## config.mk

```make
export PLATFORM = sky130hd
export DESIGN_NAME = box_overlap_detection_scorer_top_flat
export DESIGN_NICKNAME = d
export VERILOG_FILES = /design/src/design/bods_pkg.sv /design/src/design/bods_if.sv /design/src/design/box_overlap_detection_scorer_top.sv /design/src/design/bods_mul.sv /design/src/design/bods_seq.sv /design/src/design/bods_tally.sv /design/src/flat_wrapper.sv
export VERILOG_INCLUDE_DIRS = /design/src /design/src/design
export SDC_FILE = /design/constraint.sdc
export NUM_CORES = 2
export LEC_CHECK = 0
export BUFFER_PORTS_ARGS = -buffer_cell sky130_fd_sc_hd__buf_4
export CAP_MARGIN = 20
export CORE_MARGIN = 5
export CORE_UTILIZATION = 55
export DETAILED_ROUTE_END_ITERATION = 16
export GPL_TIMING_DRIVEN = 0
export PLACE_DENSITY = 0.78
export SLEW_MARGIN = 20
export SYNTH_ARGS = -nofsm -noshare
export SYNTH_HDL_FRONTEND = slang
export SYNTH_SLANG_ARGS = --single-unit
```

## constraint.sdc

```tcl
create_clock -name clock -period 10 [get_ports clock]
set_input_delay 1 -clock clock [delete_from_list [all_inputs] [get_ports clock]]
set_output_delay 1 -clock clock [all_outputs]
set_load 0.1 [all_outputs]
```

## src/design/box_overlap_detection_scorer_top_defines.svh

```systemverilog
// assertion macros shared by the scorer modules
// expects signals named clock and reset in the scope of each use
`ifndef BOX_OVERLAP_DETECTION_SCORER_TOP_DEFINES_SVH
`define BOX_OVERLAP_DETECTION_SCORER_TOP_DEFINES_SVH

// same-cycle implication, checked outside reset
`define BODS_ASSERT_HOLDS(label, ante, cons, msg) \
label: assert property (@(posedge clock) disable iff (reset) (ante) |-> (cons)) \
   else $error(msg);

// next-cycle implication, checked outside reset
`define BODS_ASSERT_NEXT(label, ante, cons, msg) \
label: assert property (@(posedge clock) disable iff (reset) (ante) |=> (cons)) \
   else $error(msg);

`endif

```

## src/design/bods_pkg.sv

```systemverilog
// shared types and constants of the box overlap scorer
// no dependencies
package bods_pkg;

   // fixed field widths of the channels
   localparam int FIELD_BITS = 16;
   localparam int OUT_BITS   = 32;
   localparam int THR_BITS   = 17;
   localparam int FRAC_BITS  = 16;

   // default sizes handed down from the top level
   localparam int COORD_BITS_DEF = 16;
   localparam int COUNT_BITS_DEF = 32;

   // threshold after reset: 0.5
   localparam logic [THR_BITS-1:0] THR_RESET = 17'h08000;

   typedef enum logic [1:0] {
      OUT_TN = 2'd0,
      OUT_FP = 2'd1,
      OUT_FN = 2'd2,
      OUT_TP = 2'd3
   } outcome_type;

   typedef enum logic [2:0] {
      SEQ_IDLE,
      SEQ_INTER,
      SEQ_ENCL,
      SEQ_SCALE,
      SEQ_DECIDE
   } seq_state_type;

   // decision handed from the sequencer to the counters
   typedef struct packed {
      logic        valid;
      outcome_type outcome;
   } tally_cmd_type;

endpackage

```

## src/design/bods_if.sv

```systemverilog
// channel interfaces: box pair input, score result and threshold write
// depends on bods_pkg
interface bods_req_if;
   import bods_pkg::*;
   logic                  valid;
   logic                  ready;
   logic                  truth_present;
   logic [FIELD_BITS-1:0] truth_x_min;
   logic [FIELD_BITS-1:0] truth_y_min;
   logic [FIELD_BITS-1:0] truth_x_max;
   logic [FIELD_BITS-1:0] truth_y_max;
   logic                  det_present;
   logic [FIELD_BITS-1:0] det_x_min;
   logic [FIELD_BITS-1:0] det_y_min;
   logic [FIELD_BITS-1:0] det_x_max;
   logic [FIELD_BITS-1:0] det_y_max;

   modport source (output valid, truth_present, truth_x_min, truth_y_min, truth_x_max,
                   truth_y_max, det_present, det_x_min, det_y_min, det_x_max, det_y_max,
                   input ready);
   modport sink (input valid, truth_present, truth_x_min, truth_y_min, truth_x_max,
                 truth_y_max, det_present, det_x_min, det_y_min, det_x_max, det_y_max,
                 output ready);
endinterface

interface bods_rsp_if;
   import bods_pkg::*;
   logic                valid;
   logic                ready;
   logic [1:0]          outcome;
   logic [OUT_BITS-1:0] tp_total;
   logic [OUT_BITS-1:0] fp_total;
   logic [OUT_BITS-1:0] tn_total;
   logic [OUT_BITS-1:0] fn_total;

   modport source (output valid, outcome, tp_total, fp_total, tn_total, fn_total,
                   input ready);
   modport sink (input valid, outcome, tp_total, fp_total, tn_total, fn_total,
                 output ready);
endinterface

interface bods_csr_if;
   import bods_pkg::*;
   logic                valid;
   logic                ready;
   logic [THR_BITS-1:0] overlap_threshold;

   modport source (output valid, overlap_threshold, input ready);
   modport sink (input valid, overlap_threshold, output ready);
endinterface

```

## src/design/box_overlap_detection_scorer_top.sv

```systemverilog
// top level of the box overlap scorer
// depends on bods_pkg, bods_if, bods_mul, bods_seq, bods_tally
//
// channel    port        dir  moves
// input      req_chan    in   one box pair item
// result     rsp_chan    out  outcome and four totals per item
// threshold  csr_chan    in   overlap threshold write
//
// a pair of present, overlapping boxes goes from acceptance to result through
// span capture, three products through the one shared multiplier, decision;
// any other item goes from span capture straight to the decision.
// reset clears the counters and loads a threshold of 0.5; there is no clearing pass.
// a result waits in its register while the next item is taken; that item's
// decision then waits until the result has been taken.
module box_overlap_detection_scorer_top #(
   parameter int COORD_BITS = bods_pkg::COORD_BITS_DEF,
   parameter int COUNT_BITS = bods_pkg::COUNT_BITS_DEF
) (
   input logic         clock,
   input logic         reset,
   bods_req_if.sink    req_chan,
   bods_rsp_if.source  rsp_chan,
   bods_csr_if.sink    csr_chan
);
   import bods_pkg::*;

   localparam int CW   = (COORD_BITS < FIELD_BITS) ? COORD_BITS : FIELD_BITS;
   localparam int AREA = 2 * CW;

   logic                     mul_en;
   logic [THR_BITS-1:0]      mul_a;
   logic [AREA-1:0]          mul_b;
   logic [THR_BITS+AREA-1:0] mul_p;
   tally_cmd_type            cmd;
   logic                     cmd_ready;

   // shared multiplier
   bods_mul #(
      .A_BITS(THR_BITS),
      .B_BITS(AREA)
   ) u_mul (
      .clock(clock),
      .en   (mul_en),
      .a    (mul_a),
      .b    (mul_b),
      .p_ff (mul_p)
   );

   // sequencer
   bods_seq #(
      .COORD_BITS(COORD_BITS)
   ) u_seq (
      .clock    (clock),
      .reset    (reset),
      .req      (req_chan),
      .csr      (csr_chan),
      .mul_en   (mul_en),
      .mul_a    (mul_a),
      .mul_b    (mul_b),
      .mul_p    (mul_p),
      .cmd      (cmd),
      .cmd_ready(cmd_ready)
   );

   // counters and result register
   bods_tally #(
      .COUNT_BITS(COUNT_BITS)
   ) u_tally (
      .clock    (clock),
      .reset    (reset),
      .cmd      (cmd),
      .cmd_ready(cmd_ready),
      .rsp      (rsp_chan)
   );

endmodule

```

## src/design/bods_mul.sv

```systemverilog
// shared unsigned multiplier with registered product
// no dependencies beyond its parameters
module bods_mul #(
   parameter int A_BITS = 17,
   parameter int B_BITS = 32
) (
   input  logic                     clock,
   input  logic                     en,
   input  logic [A_BITS-1:0]        a,
   input  logic [B_BITS-1:0]        b,
   output logic [A_BITS+B_BITS-1:0] p_ff
);

   logic [A_BITS+B_BITS-1:0] p_in;

   // one product per enabled cycle
   assign p_in = (A_BITS+B_BITS)'(a) * (A_BITS+B_BITS)'(b);

   always_ff @(posedge clock) begin
      if (en) begin
         p_ff <= p_in;
      end
   end

endmodule

```

## src/design/bods_seq.sv

```systemverilog
// sequencer: takes box pairs, forms spans, drives the shared multiplier, decides
// depends on bods_pkg, bods_if, the defines header
module bods_seq #(
   parameter int COORD_BITS = bods_pkg::COORD_BITS_DEF
) (
   input  logic                   clock,
   input  logic                   reset,
   bods_req_if.sink               req,
   bods_csr_if.sink               csr,
   output logic                   mul_en,
   output logic [bods_pkg::THR_BITS-1:0] mul_a,
   output logic [2*((COORD_BITS < bods_pkg::FIELD_BITS) ? COORD_BITS
                  : bods_pkg::FIELD_BITS)-1:0] mul_b,
   input  logic [bods_pkg::THR_BITS+2*((COORD_BITS < bods_pkg::FIELD_BITS) ? COORD_BITS
                  : bods_pkg::FIELD_BITS)-1:0] mul_p,
   output bods_pkg::tally_cmd_type cmd,
   input  logic                   cmd_ready
);
   import bods_pkg::*;
   `include "box_overlap_detection_scorer_top_defines.svh"

   localparam int CW       = (COORD_BITS < FIELD_BITS) ? COORD_BITS : FIELD_BITS;
   localparam int AREA     = 2 * CW;
   localparam int CMP_BITS = THR_BITS + AREA;

   seq_state_type       state_ff, state_in;
   logic [THR_BITS-1:0] thr_ff;
   logic [CW-1:0]       isx_ff, isy_ff, esx_ff, esy_ff;
   logic [CW-1:0]       isx_in, isy_in, esx_in, esy_in;
   logic [AREA-1:0]     inter_ff;
   logic                ratio_ff, ratio_in;
   outcome_type         fixed_ff, fixed_in;
   logic                load_spans;

   logic [CW-1:0] tx0, ty0, tx1, ty1, dx0, dy0, dx1, dy1;
   logic [CW-1:0] ix0, iy0, ix1, iy1, ex0, ey0, ex1, ey1;
   logic          overlap;
   logic          met;

   // coordinates in their low bits
   assign tx0 = req.truth_x_min[CW-1:0];
   assign ty0 = req.truth_y_min[CW-1:0];
   assign tx1 = req.truth_x_max[CW-1:0];
   assign ty1 = req.truth_y_max[CW-1:0];
   assign dx0 = req.det_x_min[CW-1:0];
   assign dy0 = req.det_y_min[CW-1:0];
   assign dx1 = req.det_x_max[CW-1:0];
   assign dy1 = req.det_y_max[CW-1:0];

   // intersection and enclosing box edges
   assign ix0 = (tx0 > dx0) ? tx0 : dx0;
   assign iy0 = (ty0 > dy0) ? ty0 : dy0;
   assign ix1 = (tx1 < dx1) ? tx1 : dx1;
   assign iy1 = (ty1 < dy1) ? ty1 : dy1;
   assign ex0 = (tx0 < dx0) ? tx0 : dx0;
   assign ey0 = (ty0 < dy0) ? ty0 : dy0;
   assign ex1 = (tx1 > dx1) ? tx1 : dx1;
   assign ey1 = (ty1 > dy1) ? ty1 : dy1;

   assign overlap = (ix1 > ix0) && (iy1 > iy0);
   assign isx_in  = ix1 - ix0;
   assign isy_in  = iy1 - iy0;
   assign esx_in  = ex1 - ex0;
   assign esy_in  = ey1 - ey0;

   // inter * 2^16 against threshold * enclosing area
   assign met = CMP_BITS'({inter_ff, {FRAC_BITS{1'b0}}}) >= CMP_BITS'(mul_p);

   // threshold register, always writable
   assign csr.ready = 1'b1;

   always_ff @(posedge clock) begin
      if (reset) begin
         thr_ff <= THR_RESET;
      end else if (csr.valid) begin
         thr_ff <= csr.overlap_threshold;
      end
   end

   // state register
   always_ff @(posedge clock) begin
      if (reset) begin
         state_ff <= SEQ_IDLE;
      end else begin
         state_ff <= state_in;
      end
   end

   // per-item payload
   always_ff @(posedge clock) begin
      if (load_spans) begin
         isx_ff   <= isx_in;
         isy_ff   <= isy_in;
         esx_ff   <= esx_in;
         esy_ff   <= esy_in;
         ratio_ff <= ratio_in;
         fixed_ff <= fixed_in;
      end
      if (state_ff == SEQ_ENCL) begin
         inter_ff <= mul_p[AREA-1:0];
      end
   end

   // next state, multiplier operands and decision
   always_comb begin
      state_in    = state_ff;
      req.ready   = 1'b0;
      load_spans  = 1'b0;
      ratio_in    = 1'b0;
      fixed_in    = OUT_FP;
      mul_en      = 1'b0;
      mul_a       = '0;
      mul_b       = '0;
      cmd.valid   = 1'b0;
      cmd.outcome = fixed_ff;
      unique case (state_ff)
         SEQ_IDLE: begin
            req.ready  = 1'b1;
            load_spans = req.valid;
            priority if (!req.truth_present && !req.det_present) begin
               fixed_in = OUT_TN;
            end else if (!req.truth_present) begin
               fixed_in = OUT_FP;
            end else if (!req.det_present) begin
               fixed_in = OUT_FN;
            end else begin
               fixed_in = OUT_FP;
               ratio_in = overlap;
            end
            if (req.valid) begin
               state_in = ratio_in ? SEQ_INTER : SEQ_DECIDE;
            end
         end
         SEQ_INTER: begin
            mul_en   = 1'b1;
            mul_a    = THR_BITS'(isx_ff);
            mul_b    = AREA'(isy_ff);
            state_in = SEQ_ENCL;
         end
         SEQ_ENCL: begin
            mul_en   = 1'b1;
            mul_a    = THR_BITS'(esx_ff);
            mul_b    = AREA'(esy_ff);
            state_in = SEQ_SCALE;
         end
         SEQ_SCALE: begin
            mul_en   = 1'b1;
            mul_a    = thr_ff;
            mul_b    = mul_p[AREA-1:0];
            state_in = SEQ_DECIDE;
         end
         SEQ_DECIDE: begin
            cmd.valid = 1'b1;
            if (ratio_ff) begin
               cmd.outcome = met ? OUT_TP : OUT_FP;
            end
            if (cmd_ready) begin
               state_in = SEQ_IDLE;
            end
         end
         default: begin
            state_in = SEQ_IDLE;
         end
      endcase
   end

   // a taken decision frees the sequencer
   `BODS_ASSERT_NEXT(a_done_idle, cmd.valid && cmd_ready, state_ff == SEQ_IDLE, "decision taken but sequencer busy")
   // a true positive needs a nonzero intersection
   `BODS_ASSERT_HOLDS(a_tp_area, cmd.valid && cmd.outcome == OUT_TP, inter_ff != '0, "true positive with empty intersection")
   // an item with no truth box skips the multiplier
   `BODS_ASSERT_NEXT(a_no_truth, req.valid && req.ready && !req.truth_present, state_ff == SEQ_DECIDE, "absent truth went through the multiplier")

endmodule

```

## src/design/bods_tally.sv

```systemverilog
// saturating outcome counters and the result register
// depends on bods_pkg, bods_if, the defines header
module bods_tally #(
   parameter int COUNT_BITS = bods_pkg::COUNT_BITS_DEF
) (
   input  logic                    clock,
   input  logic                    reset,
   input  bods_pkg::tally_cmd_type cmd,
   output logic                    cmd_ready,
   bods_rsp_if.source              rsp
);
   import bods_pkg::*;
   `include "box_overlap_detection_scorer_top_defines.svh"

   logic [COUNT_BITS-1:0] tp_ff, fp_ff, tn_ff, fn_ff;
   logic [COUNT_BITS-1:0] tp_in, fp_in, tn_in, fn_in;
   logic                  valid_ff, valid_in;
   outcome_type           outcome_ff;
   logic                  take;

   // result slot free or being emptied
   assign cmd_ready = !valid_ff || rsp.ready;
   assign take      = cmd.valid && cmd_ready;

   // bump the counter named by the outcome, holding at all ones
   always_comb begin
      tp_in = tp_ff;
      fp_in = fp_ff;
      tn_in = tn_ff;
      fn_in = fn_ff;
      if (take) begin
         unique case (cmd.outcome)
            OUT_TP:  tp_in = (tp_ff == '1) ? tp_ff : tp_ff + COUNT_BITS'(1);
            OUT_FP:  fp_in = (fp_ff == '1) ? fp_ff : fp_ff + COUNT_BITS'(1);
            OUT_TN:  tn_in = (tn_ff == '1) ? tn_ff : tn_ff + COUNT_BITS'(1);
            OUT_FN:  fn_in = (fn_ff == '1) ? fn_ff : fn_ff + COUNT_BITS'(1);
            default: tp_in = tp_ff;
         endcase
      end
   end

   assign valid_in = take || (valid_ff && !rsp.ready);

   always_ff @(posedge clock) begin
      if (reset) begin
         tp_ff    <= '0;
         fp_ff    <= '0;
         tn_ff    <= '0;
         fn_ff    <= '0;
         valid_ff <= 1'b0;
      end else begin
         tp_ff    <= tp_in;
         fp_ff    <= fp_in;
         tn_ff    <= tn_in;
         fn_ff    <= fn_in;
         valid_ff <= valid_in;
      end
   end

   always_ff @(posedge clock) begin
      if (take) begin
         outcome_ff <= cmd.outcome;
      end
   end

   // result fields, counters change only when a new item is loaded
   assign rsp.valid    = valid_ff;
   assign rsp.outcome  = outcome_ff;
   assign rsp.tp_total = OUT_BITS'(tp_ff);
   assign rsp.fp_total = OUT_BITS'(fp_ff);
   assign rsp.tn_total = OUT_BITS'(tn_ff);
   assign rsp.fn_total = OUT_BITS'(fn_ff);

   // counters never move without a decision
   `BODS_ASSERT_NEXT(a_hold, !take, $stable({tp_ff, fp_ff, tn_ff, fn_ff}), "counter moved idle")
   // counters never go down
   `BODS_ASSERT_NEXT(a_up_pos, 1'b1, tp_ff >= $past(tp_ff) && fp_ff >= $past(fp_ff), "count fell")
   `BODS_ASSERT_NEXT(a_up_neg, 1'b1, tn_ff >= $past(tn_ff) && fn_ff >= $past(fn_ff), "count fell")
   // a shown true negative is already counted
   `BODS_ASSERT_HOLDS(a_tn_count, valid_ff && outcome_ff == OUT_TN, tn_ff != '0, "tn not counted")

endmodule

```

## src/flat_wrapper.sv

```systemverilog
// flat-port wrapper written by rule: the top's interface ports become plain ports
module box_overlap_detection_scorer_top_flat import bods_pkg::*;
#(
   parameter int COORD_BITS = bods_pkg::COORD_BITS_DEF,
   parameter int COUNT_BITS = bods_pkg::COUNT_BITS_DEF
)
  (clock, reset, req_chan_valid, req_chan_truth_present, req_chan_truth_x_min, req_chan_truth_y_min, req_chan_truth_x_max, req_chan_truth_y_max, req_chan_det_present, req_chan_det_x_min, req_chan_det_y_min, req_chan_det_x_max, req_chan_det_y_max, req_chan_ready, rsp_chan_valid, rsp_chan_outcome, rsp_chan_tp_total, rsp_chan_fp_total, rsp_chan_tn_total, rsp_chan_fn_total, rsp_chan_ready, csr_chan_valid, csr_chan_overlap_threshold, csr_chan_ready);
  bods_req_if req_chan_i ();
  bods_rsp_if rsp_chan_i ();
  bods_csr_if csr_chan_i ();
  input logic clock;
  input logic reset;
  input wire logic [$bits(req_chan_i.valid)-1:0] req_chan_valid;
  input wire logic [$bits(req_chan_i.truth_present)-1:0] req_chan_truth_present;
  input wire logic [$bits(req_chan_i.truth_x_min)-1:0] req_chan_truth_x_min;
  input wire logic [$bits(req_chan_i.truth_y_min)-1:0] req_chan_truth_y_min;
  input wire logic [$bits(req_chan_i.truth_x_max)-1:0] req_chan_truth_x_max;
  input wire logic [$bits(req_chan_i.truth_y_max)-1:0] req_chan_truth_y_max;
  input wire logic [$bits(req_chan_i.det_present)-1:0] req_chan_det_present;
  input wire logic [$bits(req_chan_i.det_x_min)-1:0] req_chan_det_x_min;
  input wire logic [$bits(req_chan_i.det_y_min)-1:0] req_chan_det_y_min;
  input wire logic [$bits(req_chan_i.det_x_max)-1:0] req_chan_det_x_max;
  input wire logic [$bits(req_chan_i.det_y_max)-1:0] req_chan_det_y_max;
  output wire logic [$bits(req_chan_i.ready)-1:0] req_chan_ready;
  output wire logic [$bits(rsp_chan_i.valid)-1:0] rsp_chan_valid;
  output wire logic [$bits(rsp_chan_i.outcome)-1:0] rsp_chan_outcome;
  output wire logic [$bits(rsp_chan_i.tp_total)-1:0] rsp_chan_tp_total;
  output wire logic [$bits(rsp_chan_i.fp_total)-1:0] rsp_chan_fp_total;
  output wire logic [$bits(rsp_chan_i.tn_total)-1:0] rsp_chan_tn_total;
  output wire logic [$bits(rsp_chan_i.fn_total)-1:0] rsp_chan_fn_total;
  input wire logic [$bits(rsp_chan_i.ready)-1:0] rsp_chan_ready;
  input wire logic [$bits(csr_chan_i.valid)-1:0] csr_chan_valid;
  input wire logic [$bits(csr_chan_i.overlap_threshold)-1:0] csr_chan_overlap_threshold;
  output wire logic [$bits(csr_chan_i.ready)-1:0] csr_chan_ready;
  assign req_chan_i.valid = req_chan_valid;
  assign req_chan_i.truth_present = req_chan_truth_present;
  assign req_chan_i.truth_x_min = req_chan_truth_x_min;
  assign req_chan_i.truth_y_min = req_chan_truth_y_min;
  assign req_chan_i.truth_x_max = req_chan_truth_x_max;
  assign req_chan_i.truth_y_max = req_chan_truth_y_max;
  assign req_chan_i.det_present = req_chan_det_present;
  assign req_chan_i.det_x_min = req_chan_det_x_min;
  assign req_chan_i.det_y_min = req_chan_det_y_min;
  assign req_chan_i.det_x_max = req_chan_det_x_max;
  assign req_chan_i.det_y_max = req_chan_det_y_max;
  assign req_chan_ready = req_chan_i.ready;
  assign rsp_chan_valid = rsp_chan_i.valid;
  assign rsp_chan_outcome = rsp_chan_i.outcome;
  assign rsp_chan_tp_total = rsp_chan_i.tp_total;
  assign rsp_chan_fp_total = rsp_chan_i.fp_total;
  assign rsp_chan_tn_total = rsp_chan_i.tn_total;
  assign rsp_chan_fn_total = rsp_chan_i.fn_total;
  assign rsp_chan_i.ready = rsp_chan_ready;
  assign csr_chan_i.valid = csr_chan_valid;
  assign csr_chan_i.overlap_threshold = csr_chan_overlap_threshold;
  assign csr_chan_ready = csr_chan_i.ready;
  box_overlap_detection_scorer_top #(.COORD_BITS(COORD_BITS), .COUNT_BITS(COUNT_BITS)) u_core (.clock(clock), .reset(reset), .req_chan(req_chan_i), .rsp_chan(rsp_chan_i), .csr_chan(csr_chan_i));
endmodule
```

==> results_tabular.tex <==
\begin{tabular}{lr}
\hline
Metric & Value \\
\hline
\multicolumn{2}{l}{\textbf{Logic synthesis}} \\
\quad Distinct cells, synth & 79 \\
\quad Synth warn & 0 \\
\quad Area fraction in and, or, nand and nor cells after synthesis & 17.2\% \\
\quad Syn nets & 4960 \\
\quad Leading register cell type out of synthesis & sky130\_fd\_sc\_hd\_\_edfxtp\_1 \\
\quad XOR/XNOR Fraction of Synth Area & 4.57\% \\
\quad Compound-cell area share of the yosys netlist & 8.54\% \\
\quad Combinational family with the most area after synthesis & adder cells \\
\quad Async set or reset register ratio after synthesis & 0\% \\
\quad Post-synthesis cell area & 35500 sq um \\
\quad Gate Count Post-Synth & 4070 \\
\quad Post-synthesis area per instance & 8.72 sq um \\
\quad Register bit total from synthesis & 299 \\
\quad Multiplexer fraction of the synthesized cell area & 3.94\% \\
\quad Sequential element share of the synthesized area & 21.1\% \\
\quad Number of flops mapped to enable cells by yosys & 150 \\
\quad Adder-Cell Fraction of Synth Area & 35.6\% \\
\multicolumn{2}{l}{\textbf{Drt}} \\
\quad DR DRC count & 0 \\
\quad Total Wirelength & 110000 um \\
\quad Drt pass-1 iters & 7 \\
\quad Count of nets left with antenna violations after detail routing & 0 \\
\quad Vias per inst & 5.78 \\
\quad Vias & 30600 \\
\quad Wirelength per Cell & 20.8 um \\
\quad DRT iter0 DRCs & 2506 \\
\multicolumn{2}{l}{\textbf{Critical path}} \\
\quad Crit end category & flop \\
\quad Last element of the critical path & u\_core.u\_mul.p\_ff[45] \\
\quad Top fanout value on the critical path & 10 \\
\quad CP top delay family & adder cells \\
\quad Kind of critical path & reg2reg \\
\quad Worst endpoint data arrival time & 9.88 ns \\
\quad Reg2Reg Launch Point & u\_core.u\_seq.state\_ff[0] \\
\quad Delay of the slowest cell on the worst path & 0.60 ns \\
\quad Crit-path most repeated cell & sky130\_fd\_sc\_hd\_\_fa\_1 \\
\quad Critical-path cell with the highest stage delay & sky130\_fd\_sc\_hd\_\_fa\_1 \\
\quad Setup slack, reg-to-reg & 0.43 ns \\
\quad Worst reg-to-reg path cell count & 27 \\
\quad Startpoint of the worst setup timing path & u\_core.u\_seq.state\_ff[0] \\
\quad Number of cells on the critical path & 27 \\
\quad Setup crit start kind & flop \\
\quad Buf+Inv Stages, Crit Path & 7 \\
\quad Worst EP required & 10.31 ns \\
\quad Destination of the worst register-to-register timing path & u\_core.u\_mul.p\_ff[45] \\
\multicolumn{2}{l}{\textbf{CTS}} \\
\quad Total CTS buffers & 37 \\
\quad Clock Pin Slew Worst Setup and Hold Paths & 0.06 ns \\
\quad Post-CTS setup-driven buffer insertion count & 0 \\
\quad Clock root buffer & sky130\_fd\_sc\_hd\_\_clkbuf\_16 \\
\quad CTS Sinks & 299 \\
\quad Clock tree from TritonCTS & yes \\
\quad Bufs on Longest Clock Path & 3 \\
\quad Clock insertion delay at the later pin of the skew report & 0.58 ns \\
\quad Total number of H-tree levels & 2 \\
\multicolumn{2}{l}{\textbf{GRT}} \\
\quad Pin count of the biggest net entering global routing & 60 \\
\quad Antenna violations before repair & 1 \\
\quad Global-route wire length before repair & 171000 um \\
\quad GRT Total Usage & 31.0\% \\
\quad Via count of the first global-routing pass & 31000 \\
\quad Overflow after GRT & 0 \\
\multicolumn{2}{l}{\textbf{STA}} \\
\quad Final Cycle Share & 95.7\% \\
\quad Final-report hold violation count & 0 \\
\quad Setup clock skew after layout & 0.0453 ns \\
\quad Pins over their slew limit & 0 \\
\quad Slew headroom & 19.5\% \\
\quad Setup violators final & 0 \\
\quad Final critical delay including setup and external delays & 9.57 ns \\
\quad Transition time at the pin with the least slew margin & 1.19 ns \\
\quad Post-Route Setup TNS & 0 ns \\
\quad Achievable Freq & 104 MHz \\
\quad RSZ-0062 raised after global routing & no \\
\multicolumn{2}{l}{\textbf{Place}} \\
\quad Last weighted congestion value of the routability-driven placer & 1.01 \\
\quad \# port buffers & 281 \\
\quad Post-detail-place hpwl & 91200 um \\
\multicolumn{2}{l}{\textbf{Power}} \\
\quad Switching pwr & 1130 uW \\
\quad Pwr Total & 3790 uW \\
\quad Largest voltage drop on the vdd net & 0.105 mV \\
\quad Power per standard cell area & 94.3 nW/um\^{}2 \\
\quad Relative contribution of the clock network to total power & 39.1\% \\
\quad Leak Pwr & 0.0187 uW \\
\quad Switching power share of the total & 29.7\% \\
\quad Int Power & 2660 uW \\
\quad Share of total power in combinational logic & 22.9\% \\
\quad Reg power frac & 38.0\% \\
\multicolumn{2}{l}{\textbf{Final layout}} \\
\quad Growth of design area from synthesis to finish & 13.3\% \\
\quad Final layout net count & 5288 \\
\quad Most frequent cells in the layout & 691 x sky130\_fd\_sc\_hd\_\_inv\_1, 559 x sky130\_fd\_sc\_hd\_\_nand2\_1, 453 x sky130\_fd\_sc\_hd\_\_fa\_1, 434 x sky130\_fd\_sc\_hd\_\_nor2\_1 \\
\quad Most common library cell in the layout ignoring fill and taps & sky130\_fd\_sc\_hd\_\_inv\_1 \\
\quad Proportion of layout cells with a drive suffix above 1 & 10.0\% \\
\quad Post-route core utilization & 62.6\% \\
\multicolumn{2}{l}{\textbf{Floorplan}} \\
\quad Core Region & 64200 sq um \\
\quad Effective utilization at floorplan & 55.2\% \\
\quad Die Span X & 264 um \\
\quad Row Count & 93 \\
\quad DIE AREA & 69700 sq um \\
\quad Height of the die & 264 um \\
\quad Ports placed on the boundary & 285 \\
\multicolumn{2}{l}{\textbf{Worst hold path}} \\
\quad Worst hold-check path type & reg2reg \\
\multicolumn{2}{l}{\textbf{Run}} \\
\quad Maximum Capacitance Violations & 0 \\
\multicolumn{2}{l}{\textbf{Outcome}} \\
\quad Outcome & completed \\
\hline
\end{tabular}
[registers in the layout, summed over array words and instances (netlist names)]
name                         cells
u_core.u_mul.p_ff               49
u_core.u_seq.esx_ff             16
u_core.u_seq.esy_ff             16
u_core.u_seq.fixed_ff            2
u_core.u_seq.inter_ff           32
u_core.u_seq.isx_ff             16
u_core.u_seq.isy_ff             16
u_core.u_seq.ratio_ff            1
u_core.u_seq.state_ff            3
u_core.u_seq.thr_ff             17
u_core.u_tally.rsp.fn_total     32
u_core.u_tally.rsp.fp_total     32
u_core.u_tally.rsp.outcome       2
u_core.u_tally.rsp.tn_total     32
u_core.u_tally.rsp.tp_total     32
u_core.u_tally.rsp.valid         1
[cells by family after synthesis]
logic type      Yosys count
xor+xnor                185
mux                     133
simple gates           1391
fa+ha+maj               738
other cells               1
buf+inv                 847
flops                   299
compound gates          476
[cell type report]
class | count | area [sq um]
repair buffers | 289 | 2230
plain buffers | 155 | 599
clock inverters | 22 | 387
well taps | 855 | 1070
diodes | 1 | 2.50
flip-flops and latches | 299 | 7490
multi-input cells | 2924 | 24900
clock buffers | 46 | 970
fillers | 5533 | 24000
inverters | 692 | 2600
[worst min-delay path, stage by stage (launching register included)]
cell and delay [ns]:
sky130_fd_sc_hd__dfxtp_1 0.33, sky130_fd_sc_hd__mux2i_1 0.07, sky130_fd_sc_hd__nor2_1 0.07
[layer usage]
| metal | up-vias | routed length (um) | track usage (%) | part of all wire (%) |
|---|---|---|---|---|
| li1 | 13800 | - | - | - |
| met1 | 14900 | 42400 | 39.0 | 39 |
| met2 | 1500 | 50900 | 51.4 | 46 |
| met3 | 365 | 10300 | 6.85 | 9.3 |
| met4 | 0 | 6530 | 14.1 | 5.9 |
| met5 | - | 0 | 0 | 0 |
[power by group through the flow]
stage	registers [uW]	clock network, uW	logic, uW
finish	1440	1480	867
global route	1450	1540	951
CTS	1440	1490	854
detailed placement	1470	0	849
global placement	1470	0	824
floorplan	1460	0	583
[synthesized netlist by cell type (15+ instances only)]
master,n,area (sq um)
sky130_fd_sc_hd__buf_1,20,75.1
sky130_fd_sc_hd__nand4_1,66,413
sky130_fd_sc_hd__xor2_1,91,797
sky130_fd_sc_hd__inv_1,691,2590
sky130_fd_sc_hd__dfxtp_1,149,2980
sky130_fd_sc_hd__and3_1,45,282
sky130_fd_sc_hd__fa_1,453,9070
sky130_fd_sc_hd__nor2b_1,31,194
sky130_fd_sc_hd__ha_1,285,3570
sky130_fd_sc_hd__or3_1,16,100
sky130_fd_sc_hd__nand2_1,559,2100
sky130_fd_sc_hd__mux2i_1,80,801
sky130_fd_sc_hd__nand3_1,78,390
sky130_fd_sc_hd__edfxtp_1,150,4500
sky130_fd_sc_hd__nor4_1,15,93.8
sky130_fd_sc_hd__xnor2_1,94,823
sky130_fd_sc_hd__and2_1,18,113
sky130_fd_sc_hd__a21o_1,79,593
sky130_fd_sc_hd__mux2_2,52,586
sky130_fd_sc_hd__nor3_1,68,340
sky130_fd_sc_hd__nor2_1,437,1640
sky130_fd_sc_hd__a21oi_1,142,711
sky130_fd_sc_hd__clkbuf_1,125,469
sky130_fd_sc_hd__o21ai_0,113,566
sky130_fd_sc_hd__o21a_1,22,165
[stage by stage]
step                area [sq um]  hold slack [ns]  std cells  setup WS, ns
floorplan                  35500            0.444       4070          2.25
global placement           38700            0.468       5206        0.0976
detailed placement         38800            0.483       5214         0.246
CTS                        40200            0.500       5282         0.227
global route               40200            0.514       5283        0.0362
finish                     40200            0.501       5283         0.427
[what timing repair did]
item | CTS | global route
hold buffers | 0 | 0
setup endpoints to repair | 0 | 5
resized for setup | 0 | 7
[worst min-delay path by stage]
stage	start	end	slack, ns	cells past startpoint
detailed placement	u_core.u_seq.thr_ff[9]	u_core.u_seq.thr_ff[9]	0.48	2
global route	u_core.u_mul.p_ff[7]	u_core.u_seq.inter_ff[7]	0.51	0
CTS	u_core.u_tally.rsp.tp_total[19]	u_core.u_tally.rsp.tp_total[19]	0.50	2
global placement	u_core.u_seq.thr_ff[9]	u_core.u_seq.thr_ff[9]	0.47	2
floorplan	u_core.u_mul.p_ff[13]	u_core.u_seq.inter_ff[13]	0.44	0
finish	u_core.u_seq.thr_ff[1]	u_core.u_seq.thr_ff[1]	0.50	2
Power figures use the tool's default switching activity.
